### config.mk
export PLATFORM = sky130hd
export DESIGN_NAME = hat_ctrl
export DESIGN_NICKNAME = d
export VERILOG_FILES = /design/src/hashed_allocation_tracker_top_macros.svh /design/src/hat_pkg.sv /design/src/hat_ctrl.sv
export SDC_FILE = /design/constraint.sdc
export NUM_CORES = 1
export LEC_CHECK = 0
export BUFFER_PORTS_ARGS = -buffer_cell sky130_fd_sc_hd__buf_2
export CAP_MARGIN = 10
export CORE_MARGIN = 2
export CORE_UTILIZATION = 50
export DETAILED_ROUTE_END_ITERATION = 10
export PLACE_DENSITY_LB_ADDON = 0.12
export REMOVE_ABC_BUFFERS = 1
export SLEW_MARGIN = 20
export SYNTH_ARGS = -nofsm -noshare
export SYNTH_HDL_FRONTEND = slang
export SYNTH_SLANG_ARGS = --single-unit
### constraint.sdc
create_clock -name clk_i -period 6 [get_ports clk_i]
set_input_delay 0.9 -clock clk_i [delete_from_list [all_inputs] [get_ports clk_i]]
set_output_delay 0.9 -clock clk_i [all_outputs]
set_load 0.01 [all_outputs]
### src/hashed_allocation_tracker_top_macros.svh
// Assertion macros used by the tracker datapath (hat_dp).
`ifndef HASHED_ALLOCATION_TRACKER_TOP_MACROS_SVH
`define HASHED_ALLOCATION_TRACKER_TOP_MACROS_SVH

`ifndef SYNTHESIS
`define HAT_ASSERT(name, prop) \
  name: assert property (@(posedge clk_i) disable iff (!rst_ni) prop) \
    else $error("hat assertion failed");
`define HAT_ASSERT_NEXT(name, pre, post) \
  name: assert property (@(posedge clk_i) disable iff (!rst_ni) (pre) |=> (post)) \
    else $error("hat assertion failed");
`else
`define HAT_ASSERT(name, prop)
`define HAT_ASSERT_NEXT(name, pre, post)
`endif

`endif

### src/hat_pkg.sv
package hat_pkg;

  localparam int unsigned BUCKETS      = 1009;
  localparam int unsigned BUCKET_DEPTH = 8;

  localparam int unsigned ADDR_W    = 64;
  localparam int unsigned SIZE_W    = 32;
  localparam int unsigned LINE_W    = 20;
  localparam int unsigned STATUS_W  = 3;
  localparam int unsigned IDX_OUT_W = 10;

  localparam int unsigned BKT_W  = (BUCKETS > 1) ? $clog2(BUCKETS) : 1;
  localparam int unsigned SLOT_W = (BUCKET_DEPTH > 1) ? $clog2(BUCKET_DEPTH) : 1;
  localparam int unsigned FILL_W = $clog2(BUCKET_DEPTH + 1);
  localparam int unsigned SLOTS  = BUCKETS * BUCKET_DEPTH;
  localparam int unsigned ENT_AW = (SLOTS > 1) ? $clog2(SLOTS) : 1;
  localparam int unsigned ENT_W  = ADDR_W + LINE_W;

  localparam int unsigned MIX_STEPS = 7;
  localparam int unsigned DIG_W     = 8;
  localparam int unsigned N_DIG     = ADDR_W / DIG_W;
  localparam int unsigned STEP_W    = $clog2(N_DIG);

  localparam int unsigned XW      = BKT_W + DIG_W;
  localparam int unsigned RSH     = XW + BKT_W;
  localparam int unsigned RECIP_W = RSH + 1;
  localparam logic [RECIP_W-1:0] RECIP = RECIP_W'((64'd1 << RSH) / 64'(BUCKETS));

  localparam logic OP_ADD    = 1'b0;
  localparam logic OP_REMOVE = 1'b1;

  typedef enum logic [STATUS_W-1:0] {
    ST_ADDED     = 3'd0,
    ST_FULL      = 3'd1,
    ST_REMOVED   = 3'd2,
    ST_NOT_FOUND = 3'd3,
    ST_IGNORED   = 3'd4
  } status_e;

  typedef struct packed {
    logic clr;
    logic load;
    logic mix;
    logic mod_a;
    logic mod_b;
    logic fill_rd;
    logic fill_ld;
    logic scan;
    logic last_rd;
    logic rm_wr;
    logic add_wr;
    logic out_ld;
  } dp_cmd_t;

  typedef struct packed {
    logic clr_done;
    logic mix_done;
    logic mod_done;
    logic scan_done;
    logic rm_hit;
    logic is_add;
    logic out_free;
  } dp_sts_t;

  function automatic logic [ADDR_W-1:0] mix_step(input logic [ADDR_W-1:0] a,
                                                 input logic [STEP_W-1:0] k);
    logic [ADDR_W-1:0] r;
    unique case (k)
      STEP_W'(0): r = (~a) + (a << 21);
      STEP_W'(1): r = a ^ (a >> 24);
      STEP_W'(2): r = (a + (a << 3)) + (a << 8);
      STEP_W'(3): r = a ^ (a >> 14);
      STEP_W'(4): r = (a + (a << 2)) + (a << 4);
      STEP_W'(5): r = a ^ (a >> 28);
      default:    r = a + (a << 31);
    endcase
    return r;
  endfunction

endpackage

### src/hat_ctrl.sv
module hat_ctrl import hat_pkg::*; (
  input  logic    clk_i,
  input  logic    rst_ni,
  input  logic    in_valid_i,
  output logic    in_stall_o,
  input  dp_sts_t sts_i,
  output dp_cmd_t cmd_o
);

  typedef enum logic [11:0] {
    S_CLEAR   = 12'b0000_0000_0001,
    S_IDLE    = 12'b0000_0000_0010,
    S_MIX     = 12'b0000_0000_0100,
    S_MOD_A   = 12'b0000_0000_1000,
    S_MOD_B   = 12'b0000_0001_0000,
    S_FILL_RD = 12'b0000_0010_0000,
    S_FILL_LD = 12'b0000_0100_0000,
    S_SCAN    = 12'b0000_1000_0000,
    S_RM_RD   = 12'b0001_0000_0000,
    S_RM_WR   = 12'b0010_0000_0000,
    S_ADD_WR  = 12'b0100_0000_0000,
    S_RESULT  = 12'b1000_0000_0000
  } state_e;

  state_e state_q, state_d;

  assign in_stall_o = (state_q != S_IDLE);

  always_comb begin
    state_d = state_q;
    cmd_o   = '0;
    unique case (state_q)
      S_CLEAR: begin
        cmd_o.clr = 1'b1;
        if (sts_i.clr_done) state_d = S_IDLE;
      end
      S_IDLE: begin
        if (in_valid_i) begin
          cmd_o.load = 1'b1;
          state_d    = S_MIX;
        end
      end
      S_MIX: begin
        cmd_o.mix = 1'b1;
        if (sts_i.mix_done) state_d = S_MOD_A;
      end
      S_MOD_A: begin
        cmd_o.mod_a = 1'b1;
        state_d     = S_MOD_B;
      end
      S_MOD_B: begin
        cmd_o.mod_b = 1'b1;
        state_d     = sts_i.mod_done ? S_FILL_RD : S_MOD_A;
      end
      S_FILL_RD: begin
        cmd_o.fill_rd = 1'b1;
        state_d       = S_FILL_LD;
      end
      S_FILL_LD: begin
        cmd_o.fill_ld = 1'b1;
        state_d       = S_SCAN;
      end
      S_SCAN: begin
        cmd_o.scan = 1'b1;
        if (sts_i.scan_done) begin
          priority if (sts_i.rm_hit) state_d = S_RM_RD;
          else if (sts_i.is_add) state_d = S_ADD_WR;
          else state_d = S_RESULT;
        end
      end
      S_RM_RD: begin
        cmd_o.last_rd = 1'b1;
        state_d       = S_RM_WR;
      end
      S_RM_WR: begin
        cmd_o.rm_wr = 1'b1;
        state_d     = S_RESULT;
      end
      S_ADD_WR: begin
        cmd_o.add_wr = 1'b1;
        state_d      = S_RESULT;
      end
      S_RESULT: begin
        if (sts_i.out_free) begin
          cmd_o.out_ld = 1'b1;
          state_d      = S_IDLE;
        end
      end
      default: state_d = S_CLEAR;
    endcase
  end

  always_ff @(posedge clk_i or negedge rst_ni) begin
    if (!rst_ni) begin
      state_q <= S_CLEAR;
    end else begin
      state_q <= state_d;
    end
  end

endmodule

==> Yosys cells after proc, flatten, opt, wreduce, memory -nomap -nowiden <==
Cells that the tools add are included.
{ "word_totals": {"output_inout_bits": 13, "reg_bits": 12, "wordCells": 44, "inputBits": 10} }
{ "op_classes": {"mux": 23, "eq_ne": 18, "reduce_logical": 2} }
{ "ops": {"columns": ["operator", "n"], "rows": [
  ["one-hot mux 12 bit (11 select lines)", 1],
  ["2-to-1 mux 12 bit", 7],
  ["2-to-1 mux 1 bit", 14],
  ["equality test 12 x 1 -> 1 bit (second input constant)", 1],
  ["equality test 12 x 10 -> 1 bit (second input constant)", 1],
  ["equality test 12 x 11 -> 1 bit (second input constant)", 1],
  ["equality test 12 bit (second input constant)", 1],
  ["equality test 12 x 2 -> 1 bit (second input constant)", 1],
  ["equality test 12 x 3 -> 1 bit (second input constant)", 1],
  ["equality test 12 x 4 -> 1 bit (second input constant)", 1],
  ["equality test 12 x 5 -> 1 bit (second input constant)", 1],
  ["equality test 12 x 6 -> 1 bit (second input constant)", 1],
  ["equality test 12 x 7 -> 1 bit (second input constant)", 1],
  ["equality test 12 x 8 -> 1 bit (second input constant)", 1],
  ["equality test 12 x 9 -> 1 bit (second input constant)", 1],
  ["!= test 12 x 2 -> 1 bit (second input constant)", 1],
  ["!= test 2 bit (second input constant)", 5],
  ["2-to-1 mux 6 bit", 1],
  ["AND reduction 5 bit", 1],
  ["OR reduction 2 bit", 1]
]} }

==> Depth between registers and ports, before layout <==
{ "logic_depth": {"depth_word": 4, "ltp_mapped": 7, "ltp_nobuf": 4} }

==> Least setup slack after synthesis <==
Ideal clock, no wire load.
{ "synth_timing": {"path_type": "register to output", "startpoint": "register state_q[1]", "endpoint": "output port cmd_o[5] (netlist bit)", "stages_incl_launch_ff": 7, "arrival_ns": 1.916, "n_path_buf": 3, "setup_slack_ns": 3.184, "t_required_ns": 5.100, "cell_sequence": "dfrtp_1 -> buf_6 -> or4_4 -> buf_6 -> or2_1 -> buf_6 -> nor4_1"} }
{ "synth_lines": {"columns": ["element", "line", "text"], "rows": [
  ["start, declared", "hat_ctrl.sv:25", "state_e state_q, state_d;"],
  ["start signal, assigned", "hat_ctrl.sv:97", "state_q <= state_d;"],
  ["end, declared", "hat_ctrl.sv:7", "output dp_cmd_t cmd_o"]
]} }

==> out/metrics.csv <==
stage,metric,value,unit
place,IO Port Bufs,22,
grt,Congestion Overflow GR,0,
route,DR DRC count,0,
setup_path,Worst EP required,5.10,ns
clocking,postcts setup bufs,0,
grt,initial antenna violation count,0,
timing,Final Hold Viols,0,
setup_path,arrival time worst endpoint,2.33,ns
cells_and_area,max reg flops,12,
setup_path,CP Class,reg2out,
route,iteration-0 DRC count of the detailed router,16,
synth,synth warn,0,
grt,largest net degree at the start of global routing,13,
timing,worst-margin pin slew,0.478,ns
synth,sequential area share after synthesis,31.2,%
setup_path,crit path cell chain,or4_1 > or2_1 > nor4_1 > buf_2,
timing,"Slew Viols, Final",0,
floorplan,starting density of the core,54.8,%
floorplan,I/O Pins,23,
synth,Mapped Cells,94,
timing,fin crit period,3.23,ns
floorplan,core area,1760,sq um
cells_and_area,utilization after layout,60.6,%
status,status,"finished, final reports clean",
timing,Slew HR,68.0,%
clocking,CTS tree,yes,
timing,fmax,0.310,GHz
place,HPWL after DPL,1420,um
clocking,clock buffer depth,2,
worst_hold_path,Worst Hold Class,in2async,
grt,global-route wire length before repair,3060,um
clocking,clock latency on the worst-skew pair,0.28,ns
setup_path,Worst path max stage delay,0.68,ns
timing,setup tns final,0,ns
route,Post-DRT Antenna Nets,0,
route,WL per Instance,14.1,um
timing,smallest setup slack after layout,2.77,ns
setup_path,Buf/Inv on CP,1,
setup_path,Critical Path Source Type,flip-flop,
clocking,CTS sink cnt,12,
route,via count,773,
power,Leak,0.516,nW
floorplan,# rows,15,
place,pre-CTS WS,3.10,ns
cells_and_area,Layout area overhead,10.6,%
synth,Synth Flop Type,dfrtp_1,
synth,Yosys reg bits,12,
power,Max rail drop VDD,0.213,mV
timing,period utilization,53.8,%
timing,Final setup viols,0,
clocking,Clock Tree Root,clkbuf_4,
cells_and_area,share of cells above drive strength 1,42.0,%
flow_run,MaxCap Viol Count,0,
synth,Mapped Area,966,sq um
power,PwrDens,283,nW/um^2
setup_path,critical path's slowest cell,or4_1,
clocking,Num CTS Buffers,3,
clocking,maximum level of the CTS H-tree,1,
floorplan,total die area,2300,sq um
grt,vias in the first global route,681,
route,DRT Wirelength,1930,um
synth,Syn Area/Cell,10.3,sq um
synth,Post-synth EDFFs,0,
synth,"Async S/R FF share, synth",100,%
floorplan,die width,48.0,um
cells_and_area,biggest regs,state_q x12,
route,first drt pass iteration count,4,
synth,Synth cell types,44,
cells_and_area,Ant. Diodes,0,
timing,RSZ-0062 raised after global routing,no,
clocking,clk slew on worst S/H paths,0.08,ns
place,GP Congestion,0.811,
clocking,hold_buf cts,0,
clocking,post-CTS resize count,0,
cells_and_area,Biggest register,state_q,
floorplan,Die Y,48.0,um
grt,Total GRT Usage,19.7,%
timing,Fin Clk Skew,0.00591,ns
route,vias per inst,5.64,
setup_path,crit end category,output port,
setup_path,critical path peak fanout,9,
cells_and_area,layout net count,123,
setup_path,family with the most delay on the worst path,simple AND/OR/NAND/NOR gates,
per-layer routing:
layer,vias to the layer above,share of wire (%),track usage (%)
li1,389,-,-
met1,365,49,27.5
met2,17,46,28.3
met3,2,4.2,7.92
met4,0,0.67,4.86
met5,-,0,0
synth_stat cells (2+ instances only):
| master | n | area, sq um |
|---|---|---|
| o2bb2ai_1 | 3 | 26.3 |
| nor2_1 | 7 | 26.3 |
| and4b_1 | 4 | 40.0 |
| nor4_1 | 2 | 12.5 |
| inv_1 | 2 | 7.51 |
| buf_4 | 4 | 30.0 |
| nor4b_1 | 2 | 17.5 |
| o21a_1 | 2 | 15.0 |
| nor3_1 | 2 | 10.0 |
| xor2_1 | 3 | 26.3 |
| or4b_2 | 2 | 20.0 |
| or2b_1 | 2 | 15.0 |
| or4_1 | 2 | 15.0 |
| nor3_2 | 4 | 40.0 |
| and3_1 | 3 | 18.8 |
| a211oi_1 | 2 | 15.0 |
| dfrtp_1 | 11 | 275 |
| nor2b_1 | 2 | 12.5 |
| and4bb_2 | 3 | 37.5 |
| xnor2_1 | 2 | 17.5 |
| or3b_2 | 3 | 26.3 |
| buf_6 | 4 | 45.0 |
| a21oi_1 | 2 | 10.0 |
worst register-to-register path: cells and delay by family (launching register included):
family          cells  cell delay, ns
compound gates      1            0.19
flops               1            0.45
mux                 1            0.33
simple gates        2            1.02
final timing paths:
| path | from | end | slack (ns) | cells past startpoint |
|---|---|---|---|---|
| worst min-delay path | rst_ni | state_q[9]$_DFFE_PN0P_ | 0.49 | 1 |
| max in group asynchronous | rst_ni | state_q[0]$_DFFE_PN1P_ | 5.24 | 1 |
| worst min register to register | state_q[5]$_DFFE_PN0P_ | state_q[7]$_DFFE_PN0P_ | 0.58 | 1 |
| worst max-delay path | state_q[9]$_DFFE_PN0P_ | cmd_o[5] | 2.77 | 4 |
| min in group clk_i | state_q[5]$_DFFE_PN0P_ | state_q[7]$_DFFE_PN0P_ | 0.58 | 1 |
| worst max register to register | state_q[5]$_DFFE_PN0P_ | state_q[1]$_DFFE_PN0P_ | 3.91 | 4 |
cells in the final DEF (no fill, tap or decap), types with 2 or more instances in the layout:
master      n
nor3_1      2
and4b_1     4
o2bb2ai_1   3
xor2_1      3
nor4b_1     2
inv_1       2
nor2b_1     2
a211oi_1    2
xnor2_1     2
and4bb_2    3
nor2_1      7
dfrtp_1    11
or3b_2      3
buf_2      22
clkbuf_4    3
or4b_2      2
nor4_1      2
o21a_1      2
or4_1       2
nor3_2      4
or2b_1      2
and3_1      3
a21oi_1     2
per-stage QoR:
step	instance area [sq um]	cells	hold slack (ns)	power [W]
floorplan	891	86	0.521	0.000203
global placement	1030	133	0.548	0.000237
detailed placement	1030	133	0.562	0.000236
CTS	1070	137	0.489	0.000304
global route	1070	137	0.501	0.000326
finish	1070	137	0.485	0.000302
logic make-up after synthesis:
| group | Yosys count | synth area share, % |
|---|---|---|
| AO/OA/AOI/OAI | 14 | 11.3 |
| XOR/XNOR | 5 | 4.53 |
| buffers and inverters | 10 | 8.55 |
| flip-flops | 12 | 31.2 |
| multiplexers | 2 | 2.72 |
| AND/OR/NAND/NOR | 51 | 41.7 |
report_power, final:
part	internal [W]	switching (W)
sequential	0.0000925	0.0000184
clock	0.0000369	0.0000290
combinational	0.0000576	0.0000679
total	0.000187	0.000115
layout make-up:
class,count,area [sq um]
Clock buffer,4,36.3
Fill cell,176,696
Sequential cell,12,302
Tap cell,25,31.3
Timing Repair Buffer,22,110
Inverter,2,7.51
Multi-Input combinational cell,72,582
Power figures use the tool's default switching activity.
